### config.mk
export PLATFORM = sky130hd
export DESIGN_NAME = bbr_job_fifo
export DESIGN_NICKNAME = d
export VERILOG_FILES = /design/src/hw/rtl/bbr_pkg.sv /design/src/hw/rtl/bbr_job_fifo.sv
export SDC_FILE = /design/constraint.sdc
export NUM_CORES = 1
export LEC_CHECK = 0
export BUFFER_PORTS_ARGS = -buffer_cell sky130_fd_sc_hd__buf_2
export CAP_MARGIN = 25
export CORE_MARGIN = 4
export CORE_UTILIZATION = 24
export DETAILED_ROUTE_END_ITERATION = 8
export PLACE_DENSITY_LB_ADDON = 0.05
export SLEW_MARGIN = 20
export SYNTH_ARGS = -nofsm -noshare
export SYNTH_HDL_FRONTEND = slang
export SYNTH_SLANG_ARGS = --single-unit
export TNS_END_PERCENT = 100
### constraint.sdc
create_clock -name clk -period 1.85 [get_ports clk]
set_input_delay 0.0925 -clock clk [delete_from_list [all_inputs] [get_ports clk]]
set_output_delay 0.0925 -clock clk [all_outputs]
set_load 0.01 [all_outputs]
### src/hw/rtl/bbr_pkg.sv
// ============================================================================
// bbr_pkg: shared types and constants of the 3x3 RGB box blur
// Sizes of the history ring and job queue, the job and history-write
// structs, the back-end state type and the small arithmetic tables.
// ============================================================================
`default_nettype none

package bbr_pkg;

    // widest frame the line history supports
    localparam int MAX_WIDTH      = 1024;

    // field widths fixed by the interface
    localparam int CHAN_W         = 8;
    localparam int PIX_W          = 3 * CHAN_W;
    localparam int FRAME_WIDTH_W  = 11;
    localparam int FRAME_HEIGHT_W = 16;
    localparam int ROW_W          = FRAME_HEIGHT_W;

    // column index, effective width and pending-count widths
    localparam int COL_W  = (MAX_WIDTH > 1) ? $clog2(MAX_WIDTH) : 1;
    localparam int WID_W  = $clog2(MAX_WIDTH + 1);
    localparam int PEND_W = $clog2(MAX_WIDTH + 2);

    // job queue between front and back
    localparam int FIFO_DEPTH = 4;
    localparam int FIFO_PTR_W = $clog2(FIFO_DEPTH);
    localparam int FIFO_CNT_W = $clog2(FIFO_DEPTH + 1);

    // history ring: two rows plus three pixels plus room for the front to run ahead
    localparam int HIST_AW    = $clog2(2 * MAX_WIDTH + 3 + 4 * FIFO_DEPTH + 4);
    localparam int HIST_DEPTH = 1 << HIST_AW;

    // averaging arithmetic: sum of nine channels, times a 2^16 reciprocal
    localparam int SUM_W       = $clog2(9 * 255 + 1);
    localparam int RECIP_SHIFT = 16;
    localparam int RECIP_W     = RECIP_SHIFT + 1;
    localparam int PROD_W      = SUM_W + RECIP_W;

    // configuration port
    localparam int APB_AW = 3;
    localparam int APB_DW = 32;
    localparam logic REG_FRAME_WIDTH  = 1'b0;
    localparam logic REG_FRAME_HEIGHT = 1'b1;
    localparam logic [FRAME_WIDTH_W-1:0]  FRAME_WIDTH_RST  = FRAME_WIDTH_W'(1024);
    localparam logic [FRAME_HEIGHT_W-1:0] FRAME_HEIGHT_RST = FRAME_HEIGHT_W'(768);

    // input item kinds
    localparam logic KIND_PIXEL = 1'b0;
    localparam logic KIND_DRAIN = 1'b1;

    // one pixel written into the history ring
    typedef struct packed {
        logic               en;
        logic [HIST_AW-1:0] addr;
        logic [PIX_W-1:0]   data;
    } bbr_hist_wr_t;

    // one result to compute: center address and which neighbors are in frame
    typedef struct packed {
        logic [HIST_AW-1:0] base;
        logic               up_ok;
        logic               down_ok;
        logic               left_ok;
        logic               right_ok;
        logic               frame_end;
    } bbr_job_t;

    // back-end sequencer
    typedef enum logic [2:0] {
        BK_IDLE,
        BK_READ,
        BK_LAST,
        BK_MUL,
        BK_HOLD
    } bbr_back_state_t;

    // width register to effective width: 0 acts as 1, clamp at MAX_WIDTH
    function automatic logic [WID_W-1:0] eff_width(input logic [FRAME_WIDTH_W-1:0] fw);
        logic [WID_W-1:0] w;
        if (fw == '0) begin
            w = WID_W'(1);
        end else if (32'(fw) > MAX_WIDTH) begin
            w = WID_W'(MAX_WIDTH);
        end else begin
            w = WID_W'(fw);
        end
        return w;
    endfunction

    // height register to effective height: 0 acts as 1
    function automatic logic [ROW_W-1:0] eff_height(input logic [FRAME_HEIGHT_W-1:0] fh);
        return (fh == '0) ? ROW_W'(1) : fh;
    endfunction

    // number of in-frame neighbors, 1..9
    function automatic logic [3:0] nbr_count(input logic up, input logic down,
                                             input logic left, input logic right);
        logic [3:0] rows;
        logic [3:0] cols;
        rows = 4'd1 + {3'b0, up} + {3'b0, down};
        cols = 4'd1 + {3'b0, left} + {3'b0, right};
        return 4'(rows * cols);
    endfunction

    // ceil(2^16 / n); exact floor division for sums up to 9*255
    function automatic logic [RECIP_W-1:0] recip(input logic [3:0] n);
        logic [RECIP_W-1:0] r;
        case (n)
            4'd2:    r = RECIP_W'(32768);
            4'd3:    r = RECIP_W'(21846);
            4'd4:    r = RECIP_W'(16384);
            4'd5:    r = RECIP_W'(13108);
            4'd6:    r = RECIP_W'(10923);
            4'd7:    r = RECIP_W'(9363);
            4'd8:    r = RECIP_W'(8192);
            4'd9:    r = RECIP_W'(7282);
            default: r = RECIP_W'(65536);
        endcase
        return r;
    endfunction

endpackage

`default_nettype wire

### src/hw/rtl/bbr_job_fifo.sv
// ============================================================================
// bbr_job_fifo: short job queue between front and back
// Register-based FIFO of result jobs; lets the front keep accepting while
// the back works on an earlier result.
// ============================================================================
`default_nettype none

module bbr_job_fifo (
    input  wire logic               clk,
    input  wire logic               rst_n,
    input  wire logic               push,
    input  wire bbr_pkg::bbr_job_t  push_job,
    input  wire logic               pop,
    output bbr_pkg::bbr_job_t       pop_job,
    output logic                    full,
    output logic                    empty
);

    bbr_pkg::bbr_job_t                slot_q [bbr_pkg::FIFO_DEPTH];
    logic [bbr_pkg::FIFO_PTR_W-1:0]   wr_ptr_reg, wr_ptr_next;
    logic [bbr_pkg::FIFO_PTR_W-1:0]   rd_ptr_reg, rd_ptr_next;
    logic [bbr_pkg::FIFO_CNT_W-1:0]   count_reg,  count_next;

    assign full    = (count_reg == bbr_pkg::FIFO_CNT_W'(bbr_pkg::FIFO_DEPTH));
    assign empty   = (count_reg == '0);
    assign pop_job = slot_q[rd_ptr_reg];

    // pointer and occupancy update
    always_comb
    begin
        wr_ptr_next = push ? wr_ptr_reg + bbr_pkg::FIFO_PTR_W'(1) : wr_ptr_reg;
        rd_ptr_next = pop  ? rd_ptr_reg + bbr_pkg::FIFO_PTR_W'(1) : rd_ptr_reg;
        count_next  = count_reg;
        if (push && !pop) begin
            count_next = count_reg + bbr_pkg::FIFO_CNT_W'(1);
        end else if (pop && !push) begin
            count_next = count_reg - bbr_pkg::FIFO_CNT_W'(1);
        end
    end

    always_ff @(posedge clk or negedge rst_n)
    begin
        if (!rst_n) begin
            wr_ptr_reg <= '0;
            rd_ptr_reg <= '0;
            count_reg  <= '0;
        end else begin
            wr_ptr_reg <= wr_ptr_next;
            rd_ptr_reg <= rd_ptr_next;
            count_reg  <= count_next;
        end
    end

    // job storage
    always_ff @(posedge clk)
    begin
        if (push) begin
            slot_q[wr_ptr_reg] <= push_job;
        end
    end

endmodule

`default_nettype wire

; Word-level counts from Yosys, hierarchy flattened
; Memories as Yosys holds them, arrays and structs flattened.
; Cells that the tools add are included.
[word_totals]
mem_count = 1
elab_cells = 19
input_bits = 21
output_inout_bits = 19
latch_bits = 0
rom_bits = 0
ramBits = 68
regBits = 7
[mem_list]
columns = name, depth, word_bits, read_ports, rd_clocked_by_memory_dff, wr, line
row1 = slot_q, 4, 17, 1, 0, 1, bbr_job_fifo.sv:19  ; bbr_pkg::bbr_job_t slot_q [bbr_pkg::FIFO_DEPTH];
[classes]
eq_ne = 1
muxes = 4
shifts = 0
mul = 0
reduce_logical = 6
div_mod_pow = 0
bitwise = 0
magnitude_cmp = 0
add_sub_neg = 4
[op_table]
columns = op, n
row1 = 3-bit 2-to-1 mux, 2
row2 = "2-bit by 1-bit adder with 2-bit output, second input constant", 2
row3 = "3-bit by 1-bit adder with 3-bit output, second input constant", 1
row4 = "3-bit equality test, second input constant", 1
row5 = 3-bit zero test, 1
row6 = "3-bit by 1-bit subtractor with 3-bit output, second input constant", 1
row7 = 1-bit logical AND, 2
row8 = 1-bit zero test, 2
row9 = 1-bit 2-to-1 mux, 2
row10 = 2-bit nonzero test, 1

; Depth between registers and ports, before layout
[depth]
depth_word = 4
depth_mapped = 7
ltp_nobuf = 7

; Least setup slack after synthesis
; No wires, ideal clock.
[synth_timing]
kind = reg2reg
start = register wr_ptr_reg[0] in the netlist's numbering
end = memory slot_q[0][0] in the netlist's numbering (enable)
n_path_buf = 0
path_stages_with_launch = 4
slack_ns = 0.401
arrival_ns = 1.074
path_cell_list = dfrtp_1 > inv_1 > ha_1 > and2_1
[synth_lines]
columns = item, line
row1 = from (decl), bbr_job_fifo.sv:20  ; logic [bbr_pkg::FIFO_PTR_W-1:0] wr_ptr_reg, wr_ptr_next;
row2 = from (signal assigned), bbr_job_fifo.sv:48  ; wr_ptr_reg <= wr_ptr_next;
row3 = to (decl), bbr_job_fifo.sv:19
; No word-level cell before the write port.

==> results.md <==
GRT:
- Global routing used 9.05% of the available tracks across all layers.
- The via count of the first global-routing pass is 1621.
- The maximum number of pins on one net before global-route repair is 15.
- The initial antenna violation count was 0.
- The first-pass GRT wire length is 9260 µm.
- The final global-route overflow total is 0.

Final layout:
- The fill cell instance count of the final layout is 1129.
- 0 antenna diodes ended up in the layout.
- The area growth from synthesis to layout is 33.1%.
- Once layout is complete, the utilization of the core stands at 33.1%.
- The register with the most flip-flops in the layout has 68 of them.
- With fillers left out, the area of the finished cells amounts to 0.00385 mm².
- The fraction of final layout cells sized beyond drive strength 1 is 36.4%.
- The finished layout holds 349 standard cells, fillers aside.
- The number of nets at the end of the flow is 228.

Placed design:
- Input and output buffers added on the ports amount to 39.
- In this run, placement finished with an instance count of 312.
- The pre-CTS setup slack is 0.314 ns.
- The post-placement cell area is 0.00333 mm².
- At the end of routability-driven placement, the weighted congestion stood at 0.591.
- After legalization and detailed placement, the total HPWL measured 3800 µm.

Logic synthesis:
- After synthesis the netlist holds a flip-flop and latch count of 75.
- Synthesis produced a netlist with a net count of 150.
- The mean area per synthesized cell is 23.5 µm².
- For this run, the number of Yosys warnings is 0.
- The proportion of synthesized chip area in sequential cells is 76.7%.
- Synthesis instantiated 19 different standard cells from the library.
- Synthesis produced a netlist whose cell count is 123.
- After synthesis the cells add up to 0.00289 mm².
- The area share of the largest cell type after synthesis is 70.6%.
- The largest area contributor in the synthesized netlist is edfxtp_1.
- After synthesis, the cell types taking the most area are edfxtp_1 71%, mux4_1 8.2%, mux4_2 6.2%.

Timing:
- The worst path meets setup with 0.0841 ns of slack.
- Setup repair after global routing left no endpoint under its margin.
- The aggregate negative setup slack is 0 ns.
- In this run the tightest slew margin relative to its limit is 80.9%.
- The worst path uses 95.5% of the clock period.
- For the pin with the worst max-slew slack, the measured transition is 0.286 ns.
- The final worst clock skew is 0.00674 ns.
- The smallest clock period supported by the final layout is computed as 1.77 ns.
- The peak clock frequency supported by timing is 0.566 GHz.
- The total count of max-transition violations in the final report is 0.
- The hold violation count in the final report is 0.
- The number of setup violations in the final report is 0.

Routing:
- The violation count after the first detailed-routing iteration is 44.
- The detail-routed net length per standard cell is 16.5 µm.
- Dividing the detail-routed via count by the number of cells gives 4.18.
- The final antenna-violating net count is 0.
- The number of DRC violations after detailed routing is 0.
- For this run, the detailed router's first-pass iteration total came to 4.
- The aggregate routed wire length is 5740 µm.
- The detailed-route via count is 1459.

Floorplanning:
- The initial core utilization is 24.9%.
- The initialized floorplan defines 39 standard-cell rows.
- The die covers 0.0139 mm².
- In this run the count of I/O pins placed on the die edge is 40.
- The die boundary height is 118 µm.
- The chip width is 118 µm.
- The core area is 0.0116 mm².

Worst hold path:
- The class of the tightest hold or removal check is primary input to flop.

Run:
- The tool flagged a number of max-cap violations equal to 0.

Outcome:
- The run finished with clean final reports.

Clock tree:
- CTS placed an instance of clkbuf_16 at the clock tree root.
- CTS built an H-tree with a depth of 3.
- The number of buffers created by CTS is 9.
- The clock sink count is 75.
- The clock passes through at most 2 buffers.
- The later pin in the worst-skew pair is clocked with a latency of 0.33 ns.
- The TritonCTS clock tree is yes.
- Clock-pin slew was measured on the worst setup and hold paths at 0.06 ns.

Power and ir drop:
- Dividing total power by cell area gives a power density of 1530 mW/mm².
- The static power due to leakage is 1.42 nW.
- The worst ir drop on vdd is 455 µV.

Setup path:
- The worst setup path is of the flop to output pin kind.
- The kind of capture point of the worst setup path is an output pin.
- The maximum net fanout on the critical path is 9.
- The critical path data arrival time is 1.67 ns.
- STA classifies the critical path startpoint as a flop.
- At the worst endpoint, the required time is 1.76 ns.
==> synthesized netlist by cell type (all sizes together) <==
cell type and instances:
o21ai 1, nor3b 1, nor2 1, and2 4, fa 1, xor2 4
mux2 1, nand2 2, mux4 17, buf 4, nor3 1, dfrtp 7
ha 5, xnor2 2, edfxtp 68, inv 4
==> stage by stage <==
step | hold WS (ns) | total power, mW
2_1_floorplan | -0.203 | 3.42
3_3_place_gp | -0.0563 | 4.08
3_5_place_dp | -0.0494 | 4.13
4_1_cts | 0.0441 | 5.99
5_1_grt | 0.0849 | 6.26
6_report | 0.0487 | 5.89
==> cells by family after synthesis <==
group	synth area share (%)
AOI/OAI and AO/OA	0.173
xor gates and xnor gates	1.82
adders and majority gates	2.86
buffers and inverters	1.95
DFF	76.7
muxes	14.8
and+or+nand+nor	1.69
==> worst paths after layout <==
path	startpoint	to	slack [ns]	cells after the start
min reg2reg	count_reg[2]$_DFFE_PN0P_	count_reg[2]$_DFFE_PN0P_	0.50	1
max	rd_ptr_reg[0]$_DFFE_PN0P_	pop_job[12]	0.08	3
max in group asynchronous	rst_n	rd_ptr_reg[0]$_DFFE_PN0P_	1.53	2
min in group asynchronous	rst_n	count_reg[1]$_DFFE_PN0P_	0.13	2
max reg2reg	wr_ptr_reg[0]$_DFFE_PN0P_	slot_q[2][13]$_DFFE_PP_	0.38	4
min	push	wr_ptr_reg[0]$_DFFE_PN0P_	0.05	2
==> critical path, cell delays in order, from the launching register on <==
cell and delay [ns]:
dfrtp_2 0.42, buf_12 0.16, mux4_1 0.59, buf_2 0.17
==> layer usage <==
layer	part of all wire, %	track usage [%]
met1	46	11.4
met2	46	13.5
met3	5.1	3.46
met4	2.2	4.62
met5	0	0
==> power by group <==
group | leakage [nW] | switching (mW) | internal (mW)
Sequential | 0.706 | 0.137 | 2.24
Clock | 0.148 | 0.634 | 1.17
Combinational | 0.565 | 0.853 | 0.861
Total | 1.42 | 1.62 | 4.27
==> area by class of cell <==
class	count	area [µm²]	share of cell area (%)
Inverter	4	15.0	0.390
Timing Repair Buffer	71	508	13.2
Multi-Input combinational cell	40	617	16.0
Clock buffer	10	229	5.95
Sequential cell	75	2220	57.7
Clock inverter	6	80.1	2.08
Tap cell	143	179	4.65
==> cells in the final DEF, fill, tap and decap left out, types with 4 or more instances in the layout <==
| cell | synthesis | layout |
|---|---|---|
| edfxtp_1 | 68 | 68 |
| buf_2 | 2 | 39 |
| dlygate4sd3_1 | 0 | 19 |
| buf_4 | 0 | 11 |
| mux4_1 | 9 | 9 |
| clkbuf_16 | 0 | 9 |
| mux4_2 | 8 | 8 |
| dfrtp_1 | 7 | 6 |
| ha_1 | 5 | 5 |
| inv_1 | 4 | 4 |
| and2_1 | 4 | 4 |
| xor2_1 | 4 | 4 |
==> what timing repair did <==
item / 4_1_cts / 5_1_grt
hold buffers: 19 / 0
buffers inserted: 0 / 2
hold endpoints to repair: 76 / 0
cloned: 0 / 0
setup endpoints to repair: 10 / 4
resized for setup: 1 / 0
Power figures use the tool's default switching activity.
