**config.mk**
```make
export PLATFORM = sky130hd
export DESIGN_NAME = bbr_front_flat
export DESIGN_NICKNAME = d
export VERILOG_FILES = /design/src/hw/rtl/bbr_pkg.sv /design/src/hw/rtl/bbr_stream_if.sv /design/src/hw/rtl/bbr_front.sv /design/src/flat_wrapper.sv
export SDC_FILE = /design/constraint.sdc
export NUM_CORES = 1
export LEC_CHECK = 0
export BUFFER_PORTS_ARGS = -buffer_cell sky130_fd_sc_hd__buf_2
export CAP_MARGIN = 15
export CORE_ASPECT_RATIO = 1.5
export CORE_MARGIN = 5
export CORE_UTILIZATION = 35
export CTS_CLUSTER_SIZE = 25
export DETAILED_ROUTE_END_ITERATION = 12
export SYNTH_ARGS = -nofsm -noshare
export SYNTH_HDL_FRONTEND = slang
export SYNTH_SLANG_ARGS = --single-unit
```
**constraint.sdc**
```tcl
create_clock -name clk -period 7.15 [get_ports clk]
set_input_delay 0.3575 -clock clk [delete_from_list [all_inputs] [get_ports clk]]
set_output_delay 0.3575 -clock clk [all_outputs]
set_load 0.005 [all_outputs]
```
**src/hw/rtl/bbr_pkg.sv**
```systemverilog
// ============================================================================
// bbr_pkg: shared types and constants of the 3x3 RGB box blur
// Sizes of the history ring and job queue, the job and history-write
// structs, the back-end state type and the small arithmetic tables.
// ============================================================================
`default_nettype none

package bbr_pkg;

    // widest frame the line history supports
    localparam int MAX_WIDTH      = 1024;

    // field widths fixed by the interface
    localparam int CHAN_W         = 8;
    localparam int PIX_W          = 3 * CHAN_W;
    localparam int FRAME_WIDTH_W  = 11;
    localparam int FRAME_HEIGHT_W = 16;
    localparam int ROW_W          = FRAME_HEIGHT_W;

    // column index, effective width and pending-count widths
    localparam int COL_W  = (MAX_WIDTH > 1) ? $clog2(MAX_WIDTH) : 1;
    localparam int WID_W  = $clog2(MAX_WIDTH + 1);
    localparam int PEND_W = $clog2(MAX_WIDTH + 2);

    // job queue between front and back
    localparam int FIFO_DEPTH = 4;
    localparam int FIFO_PTR_W = $clog2(FIFO_DEPTH);
    localparam int FIFO_CNT_W = $clog2(FIFO_DEPTH + 1);

    // history ring: two rows plus three pixels plus room for the front to run ahead
    localparam int HIST_AW    = $clog2(2 * MAX_WIDTH + 3 + 4 * FIFO_DEPTH + 4);
    localparam int HIST_DEPTH = 1 << HIST_AW;

    // averaging arithmetic: sum of nine channels, times a 2^16 reciprocal
    localparam int SUM_W       = $clog2(9 * 255 + 1);
    localparam int RECIP_SHIFT = 16;
    localparam int RECIP_W     = RECIP_SHIFT + 1;
    localparam int PROD_W      = SUM_W + RECIP_W;

    // configuration port
    localparam int APB_AW = 3;
    localparam int APB_DW = 32;
    localparam logic REG_FRAME_WIDTH  = 1'b0;
    localparam logic REG_FRAME_HEIGHT = 1'b1;
    localparam logic [FRAME_WIDTH_W-1:0]  FRAME_WIDTH_RST  = FRAME_WIDTH_W'(1024);
    localparam logic [FRAME_HEIGHT_W-1:0] FRAME_HEIGHT_RST = FRAME_HEIGHT_W'(768);

    // input item kinds
    localparam logic KIND_PIXEL = 1'b0;
    localparam logic KIND_DRAIN = 1'b1;

    // one pixel written into the history ring
    typedef struct packed {
        logic               en;
        logic [HIST_AW-1:0] addr;
        logic [PIX_W-1:0]   data;
    } bbr_hist_wr_t;

    // one result to compute: center address and which neighbors are in frame
    typedef struct packed {
        logic [HIST_AW-1:0] base;
        logic               up_ok;
        logic               down_ok;
        logic               left_ok;
        logic               right_ok;
        logic               frame_end;
    } bbr_job_t;

    // back-end sequencer
    typedef enum logic [2:0] {
        BK_IDLE,
        BK_READ,
        BK_LAST,
        BK_MUL,
        BK_HOLD
    } bbr_back_state_t;

    // width register to effective width: 0 acts as 1, clamp at MAX_WIDTH
    function automatic logic [WID_W-1:0] eff_width(input logic [FRAME_WIDTH_W-1:0] fw);
        logic [WID_W-1:0] w;
        if (fw == '0) begin
            w = WID_W'(1);
        end else if (32'(fw) > MAX_WIDTH) begin
            w = WID_W'(MAX_WIDTH);
        end else begin
            w = WID_W'(fw);
        end
        return w;
    endfunction

    // height register to effective height: 0 acts as 1
    function automatic logic [ROW_W-1:0] eff_height(input logic [FRAME_HEIGHT_W-1:0] fh);
        return (fh == '0) ? ROW_W'(1) : fh;
    endfunction

    // number of in-frame neighbors, 1..9
    function automatic logic [3:0] nbr_count(input logic up, input logic down,
                                             input logic left, input logic right);
        logic [3:0] rows;
        logic [3:0] cols;
        rows = 4'd1 + {3'b0, up} + {3'b0, down};
        cols = 4'd1 + {3'b0, left} + {3'b0, right};
        return 4'(rows * cols);
    endfunction

    // ceil(2^16 / n); exact floor division for sums up to 9*255
    function automatic logic [RECIP_W-1:0] recip(input logic [3:0] n);
        logic [RECIP_W-1:0] r;
        case (n)
            4'd2:    r = RECIP_W'(32768);
            4'd3:    r = RECIP_W'(21846);
            4'd4:    r = RECIP_W'(16384);
            4'd5:    r = RECIP_W'(13108);
            4'd6:    r = RECIP_W'(10923);
            4'd7:    r = RECIP_W'(9363);
            4'd8:    r = RECIP_W'(8192);
            4'd9:    r = RECIP_W'(7282);
            default: r = RECIP_W'(65536);
        endcase
        return r;
    endfunction

endpackage

`default_nettype wire

```
**src/hw/rtl/bbr_stream_if.sv**
```systemverilog
// ============================================================================
// bbr_stream_if: valid/ready channels of the box blur
// bbr_pix_if carries input items, bbr_res_if carries blurred results.
// ============================================================================
`default_nettype none

interface bbr_pix_if;
    logic                        valid;
    logic                        ready;
    logic                        kind;
    logic [bbr_pkg::CHAN_W-1:0]  in_red;
    logic [bbr_pkg::CHAN_W-1:0]  in_green;
    logic [bbr_pkg::CHAN_W-1:0]  in_blue;

    modport source (output valid, kind, in_red, in_green, in_blue, input ready);
    modport sink   (input valid, kind, in_red, in_green, in_blue, output ready);
endinterface


`default_nettype wire

```
**src/hw/rtl/bbr_front.sv**
```systemverilog
// ============================================================================
// bbr_front: input side of the box blur
// Takes pixels and drains, writes pixels into the history ring, tracks the
// input and output raster positions and the pending count, and queues one
// job per result with its center address and frame-edge flags.
// ============================================================================
`default_nettype none

module bbr_front (
    input  wire logic                         clk,
    input  wire logic                         rst_n,
    bbr_pix_if.sink                           pixel,
    input  wire logic [bbr_pkg::WID_W-1:0]    w_eff,
    input  wire logic [bbr_pkg::ROW_W-1:0]    h_eff,
    input  wire logic                         restart,
    input  wire logic                         fifo_full,
    output bbr_pkg::bbr_job_t                 job,
    output logic                              job_push,
    output bbr_pkg::bbr_hist_wr_t             hist_wr
);

    logic [bbr_pkg::COL_W-1:0]   in_col_reg,  in_col_next;
    logic [bbr_pkg::ROW_W-1:0]   in_row_reg,  in_row_next;
    logic [bbr_pkg::COL_W-1:0]   out_col_reg, out_col_next;
    logic [bbr_pkg::ROW_W-1:0]   out_row_reg, out_row_next;
    logic [bbr_pkg::PEND_W-1:0]  pending_reg, pending_next;
    logic [bbr_pkg::HIST_AW-1:0] wr_ptr_reg,  wr_ptr_next;

    logic accept;
    logic is_drain;
    logic emit;
    logic in_col_last;
    logic in_row_last;
    logic out_col_last;
    logic out_row_last;

    // accept whenever a job slot is free
    assign pixel.ready = !fifo_full;
    assign accept      = pixel.valid && pixel.ready;
    assign is_drain    = (pixel.kind == bbr_pkg::KIND_DRAIN);

    // raster edges
    assign in_col_last  = (bbr_pkg::WID_W'(in_col_reg) + bbr_pkg::WID_W'(1)) == w_eff;
    assign in_row_last  = (17'(in_row_reg) + 17'(1)) == 17'(h_eff);
    assign out_col_last = (bbr_pkg::WID_W'(out_col_reg) + bbr_pkg::WID_W'(1)) == w_eff;
    assign out_row_last = (17'(out_row_reg) + 17'(1)) == 17'(h_eff);

    // classify: a pixel answers once the lag is full, a drain only at frame start
    always_comb
    begin
        if (is_drain) begin
            emit = (in_col_reg == '0) && (in_row_reg == '0) && (pending_reg != '0);
        end else begin
            emit = 32'(pending_reg) > 32'(w_eff);
        end
    end

    // job for the pixel at the output position
    always_comb
    begin
        job.base      = wr_ptr_reg - bbr_pkg::HIST_AW'(pending_reg);
        job.up_ok     = (out_row_reg != '0);
        job.down_ok   = !out_row_last;
        job.left_ok   = (out_col_reg != '0);
        job.right_ok  = !out_col_last;
        job.frame_end = out_row_last && out_col_last;
        job_push      = accept && emit;
    end

    // history write
    always_comb
    begin
        hist_wr.en   = accept && !is_drain;
        hist_wr.addr = wr_ptr_reg;
        hist_wr.data = {pixel.in_red, pixel.in_green, pixel.in_blue};
    end

    // position and pending bookkeeping
    always_comb
    begin
        in_col_next  = in_col_reg;
        in_row_next  = in_row_reg;
        out_col_next = out_col_reg;
        out_row_next = out_row_reg;
        pending_next = pending_reg;
        wr_ptr_next  = wr_ptr_reg;
        if (restart) begin
            in_col_next  = '0;
            in_row_next  = '0;
            out_col_next = '0;
            out_row_next = '0;
            pending_next = '0;
            wr_ptr_next  = '0;
        end else if (accept) begin
            if (!is_drain) begin
                wr_ptr_next = wr_ptr_reg + bbr_pkg::HIST_AW'(1);
                if (in_col_last) begin
                    in_col_next = '0;
                    in_row_next = in_row_last ? '0 : in_row_reg + bbr_pkg::ROW_W'(1);
                end else begin
                    in_col_next = in_col_reg + bbr_pkg::COL_W'(1);
                end
                if (!emit) begin
                    pending_next = pending_reg + bbr_pkg::PEND_W'(1);
                end
            end else if (emit) begin
                pending_next = pending_reg - bbr_pkg::PEND_W'(1);
            end
            if (emit) begin
                if (out_col_last) begin
                    out_col_next = '0;
                    out_row_next = out_row_last ? '0 : out_row_reg + bbr_pkg::ROW_W'(1);
                end else begin
                    out_col_next = out_col_reg + bbr_pkg::COL_W'(1);
                end
            end
        end
    end

    always_ff @(posedge clk or negedge rst_n)
    begin
        if (!rst_n) begin
            in_col_reg  <= '0;
            in_row_reg  <= '0;
            out_col_reg <= '0;
            out_row_reg <= '0;
            pending_reg <= '0;
            wr_ptr_reg  <= '0;
        end else begin
            in_col_reg  <= in_col_next;
            in_row_reg  <= in_row_next;
            out_col_reg <= out_col_next;
            out_row_reg <= out_row_next;
            pending_reg <= pending_next;
            wr_ptr_reg  <= wr_ptr_next;
        end
    end

    // lag never exceeds one row plus one pixel
    a_pending_bound: assert property (@(posedge clk) disable iff (!rst_n)
        32'(pending_reg) <= 32'(w_eff) + 32'd1)
        else $error("pending count above lag limit");

    // a result is only queued when a slot exists
    a_push_room: assert property (@(posedge clk) disable iff (!rst_n)
        job_push |-> !fifo_full)
        else $error("job pushed into full queue");

endmodule

`default_nettype wire

```
**src/flat_wrapper.sv**
```systemverilog
// flat-port wrapper written by rule: the top's interface ports become plain ports
module bbr_front_flat 
  (clk, rst_n, w_eff, h_eff, restart, fifo_full, job, job_push, hist_wr, pixel_valid, pixel_kind, pixel_in_red, pixel_in_green, pixel_in_blue, pixel_ready);
  bbr_pix_if pixel_i ();
  input  wire logic clk;
  input  wire logic rst_n;
  input  wire logic [bbr_pkg::WID_W-1:0] w_eff;
  input  wire logic [bbr_pkg::ROW_W-1:0] h_eff;
  input  wire logic restart;
  input  wire logic fifo_full;
  output bbr_pkg::bbr_job_t job;
  output logic job_push;
  output bbr_pkg::bbr_hist_wr_t hist_wr;
  input wire logic [$bits(pixel_i.valid)-1:0] pixel_valid;
  input wire logic [$bits(pixel_i.kind)-1:0] pixel_kind;
  input wire logic [$bits(pixel_i.in_red)-1:0] pixel_in_red;
  input wire logic [$bits(pixel_i.in_green)-1:0] pixel_in_green;
  input wire logic [$bits(pixel_i.in_blue)-1:0] pixel_in_blue;
  output wire logic [$bits(pixel_i.ready)-1:0] pixel_ready;
  assign pixel_i.valid = pixel_valid;
  assign pixel_i.kind = pixel_kind;
  assign pixel_i.in_red = pixel_in_red;
  assign pixel_i.in_green = pixel_in_green;
  assign pixel_i.in_blue = pixel_in_blue;
  assign pixel_ready = pixel_i.ready;
  bbr_front u_core (.clk(clk), .rst_n(rst_n), .pixel(pixel_i), .w_eff(w_eff), .h_eff(h_eff), .restart(restart), .fifo_full(fifo_full), .job(job), .job_push(job_push), .hist_wr(hist_wr));
endmodule
```
### Word-level counts from Yosys, hierarchy flattened

Cells that the tools add are included.

* $add $sub $neg: 12
* $lt $le $gt $ge: 1
* equal/unequal tests: 7
* mux-type cells: 27
* reductions and logical operators: 24

Operators by type and width (count)
* $mux W16: 10
* $mux W10: 8
* $mux W11: 5
* $mux W12: 3
* $add A16 B1 Y17 const B: 2
* $eq A17 B16 Y1: 2
* $add A16 B1 Y16 const B: 2
* $add A10 B1 Y11 const B: 2
* $eq A11 B11 Y1: 2
* $add A10 B1 Y10 const B: 2
* $logic_not A16 Y1: 1
* $reduce_bool A16 Y1: 1
* $add A12 B1 Y12 const B: 1
* $sub A12 B11 Y12: 1
* $add A11 B1 Y11 const B: 1
* $gt A11 B11 Y1: 1
* $reduce_bool A11 Y1: 1
* $sub A11 B1 Y11 const B: 1
* $logic_not A10 Y1: 1
* $reduce_bool A10 Y1: 1
* $reduce_and A3 Y1: 3
* $reduce_bool A2 Y1: 4
* $logic_and A1 B1 Y1: 6
* $logic_not A1 Y1: 4
* 5 further kinds: 6

* bits in registers: 75
* bits of input ports: 57
* output and inout bits: 56
* logic and storage cells: 77

### Longest topological paths before layout

* depth after elaboration: 8
* gate-level depth with buffers: 12
* mapped depth without buffers: 11

### Worst setup path after synthesis

No wires, ideal clock.

* kind: reg2out
* start point: register u_core.wr_ptr_reg[0] (netlist bit)
* end point: output port job[15] (netlist bit)
* arrival: 2490 ps
* data required time: 6793 ps
* path slack: 4302 ps
* cell stages (with the launch flop): 12
* buffers on the path: 0
* cell sequence: dfrtp_1 inv_1 ha_1 fa_1 nor2b_1 o21ai_0 a21boi_0 o21ai_0 nand2b_1 a311o_1 and4b_1 or4_1

RTL lines
* start, declared: RTL line bbr_front.sv:27 `logic [bbr_pkg::HIST_AW-1:0] wr_ptr_reg, wr_ptr_next;`
* start signal, assigned: RTL line bbr_front.sv:135 `wr_ptr_reg <= wr_ptr_next;`
* end, declared: RTL line flat_wrapper.sv:11 `output bbr_pkg::bbr_job_t job;`

### Worst setup path in the final report

* start point: register u_core.out_row_reg[0] (netlist bit)
* end point: register u_core.out_row_reg[0] (netlist bit)

* longest elaborated chain between the ends: 7
* elaborated cells between the ends (all ways): 8
* those cells by class: add/sub (2); eq/ne (1); mux (5)

RTL lines
* start, declared: RTL line bbr_front.sv:25 `logic [bbr_pkg::ROW_W-1:0] out_row_reg, out_row_next;`
* start signal, assigned: RTL line bbr_front.sv:133 `out_row_reg <= out_row_next;`
* $add A16 B1 Y17: RTL line bbr_front.sv:46 `assign out_row_last = (17'(out_row_reg) + 17'(1)) == 17'(h_eff);`
* $eq A17 B16 Y1: RTL line bbr_front.sv:46
* $mux W16 *: RTL line bbr_front.sv:112 `out_row_next = out_row_last ? '0 : out_row_reg + bbr_pkg::ROW_W'(1);`
* $mux W16 *: RTL line bbr_front.sv:110 `if (out_col_last) begin`
* $mux W16 *: RTL line bbr_front.sv:109 `if (emit) begin`
* $mux W16 *: RTL line bbr_front.sv:94 `end else if (accept) begin`
* $mux W16 *: RTL line bbr_front.sv:87 `if (restart) begin`

Mark *: on every way between the ends. The rest lies on a longest branch, timed or not. The select of a mux whose other input is x is not followed.
A chain may end at the register's enable or synchronous reset.

==> summary.txt <==
Yosys
  • Area contributors post-synth: dfrtp_1 (26%), ha_1 (7.1%), xnor2_1 (6.3%)
  • Post-synth top flop: dfrtp_1
  • Cells after Synth: 884
  • Post-Syn Area: 7090 um2
  • Compound-cell area share of the yosys netlist: 0.199
  • Commonest cells post-synth: dfrtp_1 (75), nand2_1 (64), nor2_1 (64), a21oi_1 (59), inv_1 (57)
  • Post-Synth Simple-Gate Area: 0.250
  • Leading area contributor after synthesis: dfrtp_1
  • Sequential area share after synthesis: 0.265
  • Mux cell area share after synthesis: 0.0116
  • Largest family of logic cells by synthesized area: simple AND/OR/NAND/NOR gates
  • Synth warnings: 0
  • Netlist cell types: 77
  • XOR/XNOR Fraction of Synth Area: 0.110
  • Post-Syn Area per Cell: 8.03 um2
  • Mapped Nets: 983
  • FFs w/ async S/R, synth: 1.00
  • Synth Area in Adders: 0.0762
  • Top cell type's share of synthesized area: 0.265
  • Top-count cell post-synth: dfrtp_1
  • Post-synth EDFFs: 0
  • Synthesized flop and latch total: 75

Floorplan
  • Row cnt: 63
  • Initial Util: 0.357
  • Core Region: 19,900 um2
  • Chip width: 126 um
  • Ports: 113
  • DIE HEIGHT: 184 um
  • Die ar.: 23,300 um2

Power
  • Internal: 1.04 mW
  • Leakage: 3.30 nW
  • Clock share of power: 0.324
  • Sw frac: 0.346
  • Peak supply drop: 0.102 mV
  • Sw power: 0.548 mW
  • Pwr Total: 1.58 mW
  • Seq pwr share: 0.321
  • Comb pwr share: 0.355
  • PwrDens: 205 nW/um2

Route
  • DR vias: 6,521
  • Residual DRC count: 0
  • Wire per inst: 17.2 um
  • Antenna viol nets, final: 0
  • DR pass1 iterations: 5
  • Routed WL: 20,000 um
  • Via density: 5.62
  • Initial DRC count: 446

Timing
  • Setup ws final: 3.25 ns
  • Tightest Pin Transition: 0.922 ns
  • Worst Hold Slack: -0.0326 ns
  • Final setup viols: 0
  • RSZ-0062 raised after global routing: no
  • Final Cycle Share: 0.545
  • Max Fclk: 257 MHz
  • Clk_skew: 0.00881 ns
  • Final Critical Period: 3.90 ns
  • Fin. Hold Viols: 33
  • Sum Neg Setup Slack: 0 ns
  • Slew HR: 0.384
  • Max Slew Vio Count: 0

Placement
  • Placement Cell Area: 7360 um2
  • # port buffers: 64
  • HPWL Detailed: 15,000 um
  • Pre-CTS WS: 3.21 ns
  • Gpl congestion: 0.906
  • Placed cells: 1,142

Clock tree
  • CTS root buf: clkbuf_16
  • CTS Buf Count: 9
  • Post-CTS sizing: 0
  • TritonCTS clock tree: done
  • # clock sinks: 75
  • CTS clk-pin slew, worst paths: 0.07 ns
  • H-tree levels: 3
  • Post-CTS Setup Bufs: 0
  • Cts hold-fix bufs: 0
  • Worst skew pair latency: 0.35 ns
  • Clk buf depth: 2

Cells and area
  • Area taken by multi-input logic gates: 4590 um2
  • Reg area: 1880 um2
  • Area Growth Syn to Fin: 8.87%
  • Final instance area: 7720 um2
  • Layout cells sized above 1: 0.124
  • Nets: 995
  • Ant. Diodes: 0
  • Post-layout util: 0.389
  • Layout Cells excl Fill: 1,161
  • FILL cells: 2,118

Global route
  • Antenna violations before repair: 0
  • Largest net degree at the start of global routing: 76
  • First-pass GRT wire length: 32,900 um
  • GRT Resource Usage Total: 0.173
  • Total global routing overflow: 0
  • Vias in the first global route: 6,360

Critical path
  • Crit path kind: reg2reg
  • Largest stage delay on the critical path: 0.75 ns
  • Startpoint types: flop
  • Slowest stage cell, crit path: o21ai_1
  • Register-to-register setup slack: 3.25 ns
  • Worst path arrival time: 4.14 ns
  • WP data required: 7.39 ns
  • CP max FO: 11
  • WP buf/inv: 1
  • Delay-heaviest family, CP: compound AO/OA/AOI/OAI gates
  • Setup crit end kind: flop
  • Crit-path cells: ha_1 -> nand3_1 -> o311ai_0 -> o21ai_0 -> nor4b_1 -> nand4b_1 -> o21ai_1 -> nor2_1 -> buf_6 -> mux2_2

Status
  • Outcome: finished with violations
  • Violated checks: hold timing

Run
  • Max-Cap Viols: 0

Min path
  • Hold Crit Class: in2async
[cell usage in the layout, fill, tap and decap left out, types with 40 or more instances in the layout]
cell type  count
o21ai_0       41
inv_1         57
nand3_1       44
dfrtp_1       75
xnor2_1       51
ha_1          40
buf_2         63
a21oi_1       59
nor2_1        64
nand2_1       64
[cell type report]
| class | count | area share |
|---|---|---|
| Clock buffer | 10 | 0.0309 |
| Multi-Input combinational cell | 682 | 0.594 |
| Sequential cell | 75 | 0.243 |
| Tap cell | 260 | 0.0421 |
| Inverter | 57 | 0.0277 |
| Timing Repair Buffer | 71 | 0.0507 |
| Clock inverter | 6 | 0.0115 |
[routing by layer]
metal  vias to the layer above  part of all wire  global-route usage  wire length, um
met3                        44             0.043              0.0357              866
met1                      3121              0.42               0.211             8450
met2                       176              0.50               0.300            10000
li1                       3180                 -                   -                -
met4                         0             0.033              0.0678              664
met5                         -                 0                   0                0
[final timing paths]
path / startpoint / endpoint / depth (start not counted)
max: u_core.out_row_reg[0] / u_core.out_row_reg[0] / 10
min in group clk: restart / u_core.wr_ptr_reg[9] / 2
min: rst_n / u_core.out_col_reg[6] / 1
max reg2reg: u_core.out_row_reg[0] / u_core.out_row_reg[0] / 10
min reg2reg: u_core.wr_ptr_reg[11] / u_core.wr_ptr_reg[11] / 2
max in group asynchronous: rst_n / u_core.out_row_reg[13] / 2
[cells by family (layout without fill, tap and decap cells)]
| group | count (synthesis) | count (layout) |
|---|---|---|
| buf+inv | 127 | 144 |
| flops | 75 | 75 |
| fa+ha+maj | 42 | 42 |
| xor+xnor | 89 | 89 |
| mux | 8 | 8 |
| compound gates | 213 | 213 |
| simple gates | 330 | 330 |
[power by group through the flow]
stage                     registers, mW  clock network, mW  logic, mW
final                             0.509              0.513      0.562
after global routing              0.512              0.543      0.643
after CTS                         0.508              0.526      0.568
after detailed placement          0.516                  0      0.565
after global placement            0.516                  0      0.558
after floorplan                   0.487                  0      0.423
(Power assumes the default switching activity.)
